==> src/hw/rtl/bdq_pkg.sv <==
// Shared types and constants for the bounded deque engine.
`timescale 1ns / 1ps

package bdq_pkg;

   localparam int DEPTH_DEFAULT = 16;
   localparam int VALUE_W       = 32;
   localparam int COUNT_W       = 5;

   typedef enum logic [2:0] {
      MODE_INS_FRONT      = 3'd0,
      MODE_INS_BACK       = 3'd1,
      MODE_DUMP_FWD       = 3'd2,
      MODE_DUMP_BWD       = 3'd3,
      MODE_INS_BEFORE_END = 3'd4,
      MODE_RM_BACK        = 3'd5,
      MODE_RM_SECOND_LAST = 3'd6,
      MODE_RM_FRONT       = 3'd7
   } mode_type;

   typedef enum logic [1:0] {
      STAT_DONE = 2'd0,
      STAT_FEW  = 2'd1,
      STAT_FULL = 2'd2
   } status_type;

   typedef struct packed {
      mode_type                   mode;
      logic signed [VALUE_W-1:0]  value;
   } req_type;

   typedef struct packed {
      logic signed [VALUE_W-1:0]  element;
      logic                       has_element;
      logic                       last;
      status_type                 status;
      logic [COUNT_W-1:0]         count;
   } rsp_type;

endpackage

==> src/hw/rtl/bdq_ram.sv <==
// Generic single-write, single-read RAM with registered, read-first output.
`timescale 1ns / 1ps

module bdq_ram #(
   parameter int WIDTH = 32,
   parameter int DEPTH = 16,
   localparam int AW   = $clog2(DEPTH)
) (
   input  logic             clock,
   input  logic             wr_en,
   input  logic [AW-1:0]    wr_addr,
   input  logic [WIDTH-1:0] wr_data,
   input  logic             rd_en,
   input  logic [AW-1:0]    rd_addr,
   output logic [WIDTH-1:0] rd_data
);

   logic [WIDTH-1:0] mem_ff [DEPTH];
   logic [WIDTH-1:0] rd_data_ff;

   // read returns the old contents when the same entry is written
   always_ff @(posedge clock) begin
      if (rd_en) begin
         rd_data_ff <= mem_ff[rd_addr];
      end
      if (wr_en) begin
         mem_ff[wr_addr] <= wr_data;
      end
   end

   assign rd_data = rd_data_ff;

endmodule

==> src/hw/rtl/bounded_deque_engine.sv <==
// Bounded double-ended queue of signed values kept in a ring RAM.
`timescale 1ns / 1ps

//  channel | ports                          | beat carries
//  --------+--------------------------------+------------------------------------
//  request | req_valid, req_ready, req_data | one operation: mode, value
//  result  | rsp_valid, rsp_ready, rsp_data | element, has_element, last,
//          |                                |   status, count
//
//  Steps: insert/remove at either end and every rejected or ignored op end in
//  the accept cycle. Insert-before-last and remove-second-to-last add an ST_MOVE
//  step: the ring RAM has one read port with registered read data, so the last
//  element is read, then written back one slot over. A dump of n elements runs
//  the accept cycle, then a RAM read (ST_DREAD) and a result beat (ST_DDATA)
//  per element; an empty dump answers in the accept cycle.
//  Reset clears front pointer, count and control; RAM contents need no clear
//  since only live entries are ever read.
//  Stalls: a pending result beat blocks new requests; while rsp_ready is low
//  the engine holds its place and the RAM read data stays put.

module bounded_deque_engine import bdq_pkg::*; #(
   parameter int DEPTH = DEPTH_DEFAULT
) (
   input  logic    clock,
   input  logic    reset,
   input  logic    req_valid,
   output logic    req_ready,
   input  req_type req_data,
   output logic    rsp_valid,
   input  logic    rsp_ready,
   output rsp_type rsp_data
);

   localparam int AW = $clog2(DEPTH);
   localparam int CW = $clog2(DEPTH + 1);
   localparam int SW = CW + 1;

   typedef enum logic [3:0] {
      ST_IDLE  = 4'b0001,  // take a request
      ST_MOVE  = 4'b0010,  // write back the element read in the accept cycle
      ST_DREAD = 4'b0100,  // issue dump read
      ST_DDATA = 4'b1000   // dump data ready, send beat
   } state_type;

   state_type     state_ff, state_in;
   logic [AW-1:0] front_ff, front_in;
   logic [CW-1:0] cnt_ff, cnt_in;
   logic [AW-1:0] idx_ff, idx_in;
   logic [AW-1:0] tgt_ff, tgt_in;
   mode_type      op_ff, op_in;
   logic          rsp_valid_ff, rsp_valid_in;
   rsp_type       rsp_ff, rsp_in;

   logic               wr_en;
   logic [AW-1:0]      wr_addr;
   logic [VALUE_W-1:0] wr_data;
   logic               rd_en;
   logic [AW-1:0]      rd_addr;
   logic [VALUE_W-1:0] rd_data;

   logic          out_free;
   logic          full;
   logic          emit;
   logic          dump_last;
   logic [CW-1:0] pos;
   rsp_type       res;

   // ring index of logical position k (k below DEPTH)
   function automatic logic [AW-1:0] slot_of(input logic [AW-1:0] base,
                                             input logic [CW-1:0] k);
      logic [SW-1:0] sum;
      sum = SW'(base) + SW'(k);
      if (sum >= SW'(DEPTH)) begin
         sum = sum - SW'(DEPTH);
      end
      return sum[AW-1:0];
   endfunction

   bdq_ram #(
      .WIDTH (VALUE_W),
      .DEPTH (DEPTH)
   ) u_ring (
      .clock   (clock),
      .wr_en   (wr_en),
      .wr_addr (wr_addr),
      .wr_data (wr_data),
      .rd_en   (rd_en),
      .rd_addr (rd_addr),
      .rd_data (rd_data)
   );

   assign out_free  = !rsp_valid_ff || rsp_ready;
   assign req_ready = (state_ff == ST_IDLE) && out_free;
   assign full      = (cnt_ff == CW'(DEPTH));
   assign dump_last = (CW'(idx_ff) == cnt_ff - CW'(1));
   assign pos       = (op_ff == MODE_DUMP_FWD) ? CW'(idx_ff)
                                               : cnt_ff - CW'(1) - CW'(idx_ff);

   always_comb begin
      state_in     = state_ff;
      front_in     = front_ff;
      cnt_in       = cnt_ff;
      idx_in       = idx_ff;
      tgt_in       = tgt_ff;
      op_in        = op_ff;
      rsp_valid_in = rsp_valid_ff && !rsp_ready;
      rsp_in       = rsp_ff;
      wr_en        = 1'b0;
      wr_addr      = '0;
      wr_data      = '0;
      rd_en        = 1'b0;
      rd_addr      = '0;
      emit         = 1'b0;
      res          = '0;
      res.last     = 1'b1;
      res.status   = STAT_DONE;

      case (state_ff)
         ST_IDLE: begin
            if (req_valid && req_ready) begin
               op_in = req_data.mode;
               case (req_data.mode)
                  MODE_INS_FRONT: begin
                     emit = 1'b1;
                     if (full) begin
                        res.status = STAT_FULL;
                     end else begin
                        front_in = (front_ff == '0) ? AW'(DEPTH - 1)
                                                    : front_ff - AW'(1);
                        wr_en    = 1'b1;
                        wr_addr  = front_in;
                        wr_data  = req_data.value;
                        cnt_in   = cnt_ff + CW'(1);
                     end
                  end
                  MODE_INS_BACK: begin
                     emit = 1'b1;
                     if (full) begin
                        res.status = STAT_FULL;
                     end else begin
                        wr_en   = 1'b1;
                        wr_addr = slot_of(front_ff, cnt_ff);
                        wr_data = req_data.value;
                        cnt_in  = cnt_ff + CW'(1);
                     end
                  end
                  MODE_DUMP_FWD, MODE_DUMP_BWD: begin
                     if (cnt_ff == '0) begin
                        emit = 1'b1;
                     end else begin
                        idx_in   = '0;
                        state_in = ST_DREAD;
                     end
                  end
                  MODE_INS_BEFORE_END: begin
                     if (cnt_ff == '0) begin
                        emit       = 1'b1;
                        res.status = STAT_FEW;
                     end else if (full) begin
                        emit       = 1'b1;
                        res.status = STAT_FULL;
                     end else begin
                        // read old last and overwrite it with the new value
                        rd_en    = 1'b1;
                        rd_addr  = slot_of(front_ff, cnt_ff - CW'(1));
                        wr_en    = 1'b1;
                        wr_addr  = rd_addr;
                        wr_data  = req_data.value;
                        tgt_in   = slot_of(front_ff, cnt_ff);
                        state_in = ST_MOVE;
                     end
                  end
                  MODE_RM_BACK: begin
                     emit = 1'b1;
                     if (cnt_ff == '0) begin
                        res.status = STAT_FEW;
                     end else begin
                        cnt_in = cnt_ff - CW'(1);
                     end
                  end
                  MODE_RM_SECOND_LAST: begin
                     if (cnt_ff < CW'(2)) begin
                        emit       = 1'b1;
                        res.status = STAT_FEW;
                     end else begin
                        rd_en    = 1'b1;
                        rd_addr  = slot_of(front_ff, cnt_ff - CW'(1));
                        tgt_in   = slot_of(front_ff, cnt_ff - CW'(2));
                        state_in = ST_MOVE;
                     end
                  end
                  MODE_RM_FRONT: begin
                     emit = 1'b1;
                     if (cnt_ff == '0) begin
                        res.status = STAT_FEW;
                     end else begin
                        front_in = slot_of(front_ff, CW'(1));
                        cnt_in   = cnt_ff - CW'(1);
                     end
                  end
                  default: begin
                     emit = 1'b1;
                  end
               endcase
            end
         end
         ST_MOVE: begin
            if (out_free) begin
               wr_en    = 1'b1;
               wr_addr  = tgt_ff;
               wr_data  = rd_data;
               cnt_in   = (op_ff == MODE_INS_BEFORE_END) ? cnt_ff + CW'(1)
                                                         : cnt_ff - CW'(1);
               emit     = 1'b1;
               state_in = ST_IDLE;
            end
         end
         ST_DREAD: begin
            rd_en    = 1'b1;
            rd_addr  = slot_of(front_ff, pos);
            state_in = ST_DDATA;
         end
         ST_DDATA: begin
            if (out_free) begin
               emit            = 1'b1;
               res.element     = rd_data;
               res.has_element = 1'b1;
               res.last        = dump_last;
               if (dump_last) begin
                  state_in = ST_IDLE;
               end else begin
                  idx_in   = idx_ff + AW'(1);
                  state_in = ST_DREAD;
               end
            end
         end
         default: begin
            state_in = ST_IDLE;
         end
      endcase

      if (emit) begin
         rsp_valid_in = 1'b1;
         rsp_in       = res;
         rsp_in.count = COUNT_W'(cnt_in);
      end
   end

   always_ff @(posedge clock) begin
      if (reset) begin
         state_ff     <= ST_IDLE;
         front_ff     <= '0;
         cnt_ff       <= '0;
         rsp_valid_ff <= 1'b0;
      end else begin
         state_ff     <= state_in;
         front_ff     <= front_in;
         cnt_ff       <= cnt_in;
         rsp_valid_ff <= rsp_valid_in;
      end
   end

   always_ff @(posedge clock) begin
      idx_ff <= idx_in;
      tgt_ff <= tgt_in;
      op_ff  <= op_in;
      rsp_ff <= rsp_in;
   end

   assign rsp_valid = rsp_valid_ff;
   assign rsp_data  = rsp_ff;

   // occupancy never passes capacity
   a_cnt_bound: assert property (@(posedge clock) disable iff (reset)
      cnt_ff <= CW'(DEPTH))
      else $error("element count above capacity");

   // a dump leaves the count untouched
   a_dump_cnt: assert property (@(posedge clock) disable iff (reset)
      (state_ff == ST_DREAD || state_ff == ST_DDATA) |=> $stable(cnt_ff))
      else $error("count changed during dump");

   // dump index stays inside the live elements
   a_dump_idx: assert property (@(posedge clock) disable iff (reset)
      (state_ff == ST_DREAD || state_ff == ST_DDATA) |-> CW'(idx_ff) < cnt_ff)
      else $error("dump index beyond count");

   // no RAM write while dumping
   a_dump_nowr: assert property (@(posedge clock) disable iff (reset)
      (state_ff == ST_DREAD || state_ff == ST_DDATA) |-> !wr_en)
      else $error("ring written during dump");

   // a move always leaves through a result beat
   a_move_emit: assert property (@(posedge clock) disable iff (reset)
      (state_ff == ST_MOVE && out_free) |=> rsp_valid_ff && state_ff == ST_IDLE)
      else $error("move finished without result");

endmodule

==> config.mk <==
export PLATFORM = sky130hd
export DESIGN_NAME = bounded_deque_engine
export DESIGN_NICKNAME = d
export VERILOG_FILES = /design/src/hw/rtl/bdq_pkg.sv /design/src/hw/rtl/bdq_ram.sv /design/src/hw/rtl/bounded_deque_engine.sv
export SDC_FILE = /design/constraint.sdc
export NUM_CORES = 1
export LEC_CHECK = 0
export ABC_AREA = 1
export BUFFER_PORTS_ARGS = -buffer_cell sky130_fd_sc_hd__buf_2
export CORE_ASPECT_RATIO = 1.1
export CORE_MARGIN = 5
export CORE_UTILIZATION = 49
export CTS_BUF_LIST = sky130_fd_sc_hd__clkbuf_4 sky130_fd_sc_hd__clkbuf_8 sky130_fd_sc_hd__clkbuf_16
export CTS_CLUSTER_DIAMETER = 30
export DETAILED_ROUTE_END_ITERATION = 10
export GPL_ROUTABILITY_DRIVEN = 0
export PLACE_DENSITY = 0.73
export SYNTH_ARGS = -nofsm -noshare
export SYNTH_HDL_FRONTEND = slang
export SYNTH_SLANG_ARGS = --single-unit
==> constraint.sdc <==
create_clock -name clock -period 6.5 [get_ports clock]
set_input_delay 1.3 -clock clock [delete_from_list [all_inputs] [get_ports clock]]
set_output_delay 1.3 -clock clock [all_outputs]
set_load 0.01 [all_outputs]
==> impl_metrics.csv <==
group,metric,value,unit
sta,rsz0062_at_grt,"false",
worst_setup_path,crit_chain,"inv_1, ha_1, inv_1, fa_1, nand2_1, o21ai_0, inv_1, fa_1, nor2_1, a21oi_4, buf_12, nand3_1, nand3_1, nand2_1, nand2_1, nand2_1",
die,core_area,53300,µm²
cells_and_area,drive_gt1_share,14.5,%
synth,syn_inst,2314,
worst_setup_path,startpoint,"cnt_ff[1]",
worst_setup_path,crit_fanout,69,
placement,place_hpwl,36900,µm
detailed_routing,post_drt_wl_per_cell,22.1,µm
placement,dp.cells,2998,
placement,port_buffers,81,
synth,synth_area,26200,µm²
sta,slew_headroom,-2.68,%
worst_setup_path,critPathRequiredTime,6.87,ns
cells_and_area,seq_area,18200,µm²
power_and_ir_drop,p_leak,11.8,nW
synth,synth_top_family_by_area,"simple AND/OR/NAND/NOR gates",
die,initial_core_util,49.2,%
grt,antenna_found_initial,0,
cells_and_area,insertedDiodeCount,0,
worst_setup_path,cpPeakStageDelay,0.76,ns
clock_network,cts_setup_buffers,0,
sta,finalCritPeriodShare,74.0,%
cells_and_area,multi_input_area,7130,µm²
grt,grt_pass1_vias,18593,
clock_network,cts.path.max_buffers,3,
worst_setup_path,r2r_cells,16,
grt,grt_max_degree,257,
worst_setup_path,r2r-start,"cnt_ff[1]",
detailed_routing,drc,1,
die,die-area,58300,µm²
die,die_width,231,µm
placement,pre_cts_ws,1.80,ns
detailed_routing,first_pass_iters,11,
clock_network,clkLatencyLatePin,0.65,ns
synth,synth_compound_area_share,1.89,%
worst_setup_path,critical_path.most_common_cell,"nand2_1",
worst_setup_path,crit_type,"register to register",
synth,synth-xor-area-share,0.568,%
status,violations,"design-rule violations, max-slew violations",
detailed_routing,num_vias,19124,
synth,seq_area_frac_synth,69.3,%
synth,synth_seq_cells,610,
sta,fin_ws,1.69,ns
worst_setup_path,cp_slowest_cell,"a21oi_4",
cells_and_area,final_cells,3189,
sta,timing.setup.tns,0,ns
clock_network,cts_num_sinks,610,
worst_setup_path,cp-start-kind,"register",
worst_setup_path,worstSetupEndpoint,"u_ring.rd_data[4]",
cells_and_area,nNetsFinal,2488,
cells_and_area,area_growth,19.0,%
synth,yosys.area_share.adder,1.53,%
clock_network,cts_max_level,3,
status,status,"complete, but fails checks",
clock_network,cts_tree,"done",
cells_and_area,nFillCells,4008,
clock_network,ctsHoldBuffers,0,
die,rows,89,
worst_setup_path,rrSetupSlack,1.69,ns
clock_network,path_clk_slew,0.05,ns
grt,grt_overflow,0,
detailed_routing,vias_per_cell,6.00,
detailed_routing,final_antenna_net_count,0,
clock_network,cts_resized,0,
sta,period_minus_slack,4.81,ns
worst_setup_path,cp.arrival,5.18,ns
synth,avgSynthCellArea,11.3,µm²
flow_run,max_cap_violations,0,
synth,syn-num-nets,2382,
synth,ys_types,40,
grt,track_usage,23.6,%
worst_setup_path,r2r_end,"u_ring.rd_data[4]",
clock_network,cts_root_buf,"clkbuf_16",
detailed_routing,dr.first_iter.drc_count,2415,
worst_hold_path,min_path_type,"register to register",
sta,fin_worst_skew,0.0267,ns
die,ioPinCount,82,
die,die-height,253,µm
detailed_routing,wl,70500,µm
synth,synth.area.mux_share,0.0382,%
synth,synthSimpleGateAreaFrac,22.4,%
power_and_ir_drop,powerDensity,335,nW/µm²
power_and_ir_drop,ir_worst_vdd,0.221,mV
clock_network,cts-buffers-inserted,102,
sta,fmax,0.208,GHz
sta,tightest_slew,1.54,ns
synth,ys_warn_count,0,
sta,hold_viol_final,0,
sta,drv_slew,96,
grt,grt_pass1_wl,107000,µm
sta,finalSetupViolCount,0,
worst_setup_path,critPathCaptureType,"register",
power_and_ir_drop,p_total,10.5,mW
## critical path, delay by kind of cell (launching register included)
| kind | cells | cell delay (ns) |
|---|---|---|
| simple gates | 7 | 0.71 |
| fa+ha+maj | 3 | 1.53 |
| compound gates | 2 | 0.90 |
| buf+inv | 4 | 0.89 |
| flops | 1 | 0.51 |
## power breakdown
group	total, mW	switching [mW]	internal, mW
Clock	5.67	1.97	3.70
Combinational	0.383	0.270	0.113
Sequential	4.40	0.0215	4.38
Total	10.5	2.26	8.19
## cells in the mapped netlist
cell type | n | area [µm²]
nand3_1 | 685 | 3430
nor2_1 | 78 | 293
inv_1 | 95 | 357
buf_4 | 32 | 240
a21o_1 | 2 | 15.0
a32oi_1 | 1 | 8.76
o21ai_1 | 3 | 15.0
a21oi_1 | 18 | 90.1
buf_2 | 68 | 340
and2_1 | 1 | 6.26
o21a_1 | 1 | 7.51
clkbuf_1 | 36 | 135
nor2_4 | 1 | 11.3
nor3_4 | 1 | 16.3
mux2i_1 | 1 | 10.0
buf_1 | 7 | 26.3
o22ai_1 | 4 | 25.0
a211oi_1 | 2 | 15.0
inv_2 | 6 | 22.5
a31oi_1 | 2 | 12.5
nor2b_1 | 1 | 6.26
nor3_1 | 2 | 10.0
or2_2 | 1 | 6.26
o211ai_1 | 4 | 30.0
edfxtp_1 | 596 | 17900
nand2_1 | 541 | 2030
ha_1 | 24 | 300
fa_1 | 5 | 100
dfxtp_1 | 14 | 280
o21ai_2 | 1 | 8.76
nor2_2 | 2 | 12.5
xnor2_1 | 7 | 61.3
nand2_2 | 4 | 25.0
nand4_1 | 1 | 6.26
o21ai_0 | 52 | 260
nand3_2 | 1 | 10.0
nand3b_1 | 2 | 15.0
o21bai_1 | 1 | 7.51
nor4_1 | 1 | 6.26
xor2_1 | 10 | 87.6
## state kept, by name, summed over array words and instances (netlist names)
name	count
rsp_valid	1
state_ff	4
u_ring.mem_ff	512
rsp_data	41
cnt_ff	5
tgt_ff	4
front_ff	4
op_ff	3
idx_ff	4
u_ring.rd_data	32
## layout by cell type (no fill, tap or decap), drive strengths merged, types with 2 or more instances in the layout
| master | n |
|---|---|
| xnor2 | 7 |
| a21o | 2 |
| bufinv | 19 |
| o22ai | 4 |
| clkinv | 44 |
| a21oi | 18 |
| a31oi | 2 |
| clkbuf | 108 |
| nor2 | 81 |
| buf | 145 |
| nand2 | 545 |
| a211oi | 2 |
| clkinvlp | 13 |
| xor2 | 10 |
| o21ai | 56 |
| nand3 | 686 |
| ha | 24 |
| nand3b | 2 |
| dfxtp | 14 |
| o211ai | 4 |
| edfxtp | 596 |
| fa | 5 |
| nor3 | 3 |
| inv | 108 |
## worst min-delay path by stage
stage | cells after the start | slack [ns] | from | end
3_3_place_gp | 2 | 0.49 | state_ff[0] | state_ff[0]
5_1_grt | 2 | 0.56 | state_ff[0] | state_ff[0]
3_5_place_dp | 2 | 0.50 | state_ff[0] | state_ff[0]
2_1_floorplan | 2 | 0.47 | state_ff[0] | state_ff[0]
4_1_cts | 2 | 0.51 | state_ff[0] | state_ff[0]
6_report | 2 | 0.51 | state_ff[0] | state_ff[0]
## per-stage QoR
step / util (%) / hold slack [ns] / instance area [µm²]
2_1_floorplan: - / 0.469 / 26200
3_3_place_gp: 51.5 / 0.493 / 27500
3_5_place_dp: 51.6 / 0.499 / 27500
4_1_cts: 58.5 / 0.510 / 31200
5_1_grt: 58.5 / 0.563 / 31200
6_report: 58.5 / 0.508 / 31200
## layout make-up
cell class                      count  area share, %
Sequential cell                   610           58.2
Multi-Input combinational cell   1460           22.9
Clock buffer                      108           8.32
Clock inverter                     83           3.56
Timing Repair Buffer              145           3.07
Tap cell                          682           2.73
Inverter                          101           1.22
## per-layer routing
layer	vias to the layer above	wire (µm)	part of all wire [%]	track usage, %
met4	0	2620	3.7	9.65
met1	9280	26700	38	31.2
li1	8474	-	-	-
met2	1163	33900	48	38.9
met5	-	0	0	0
met3	207	7330	10	4.58
## cell families after synthesis
kind of cell / Yosys count
muxes: 1
AOI/OAI and AO/OA: 91
adders and majority gates: 29
buffers and inverters: 244
xor gates and xnor gates: 17
DFF: 610
and+or+nand+nor: 1322
(Power assumes the default switching activity.)
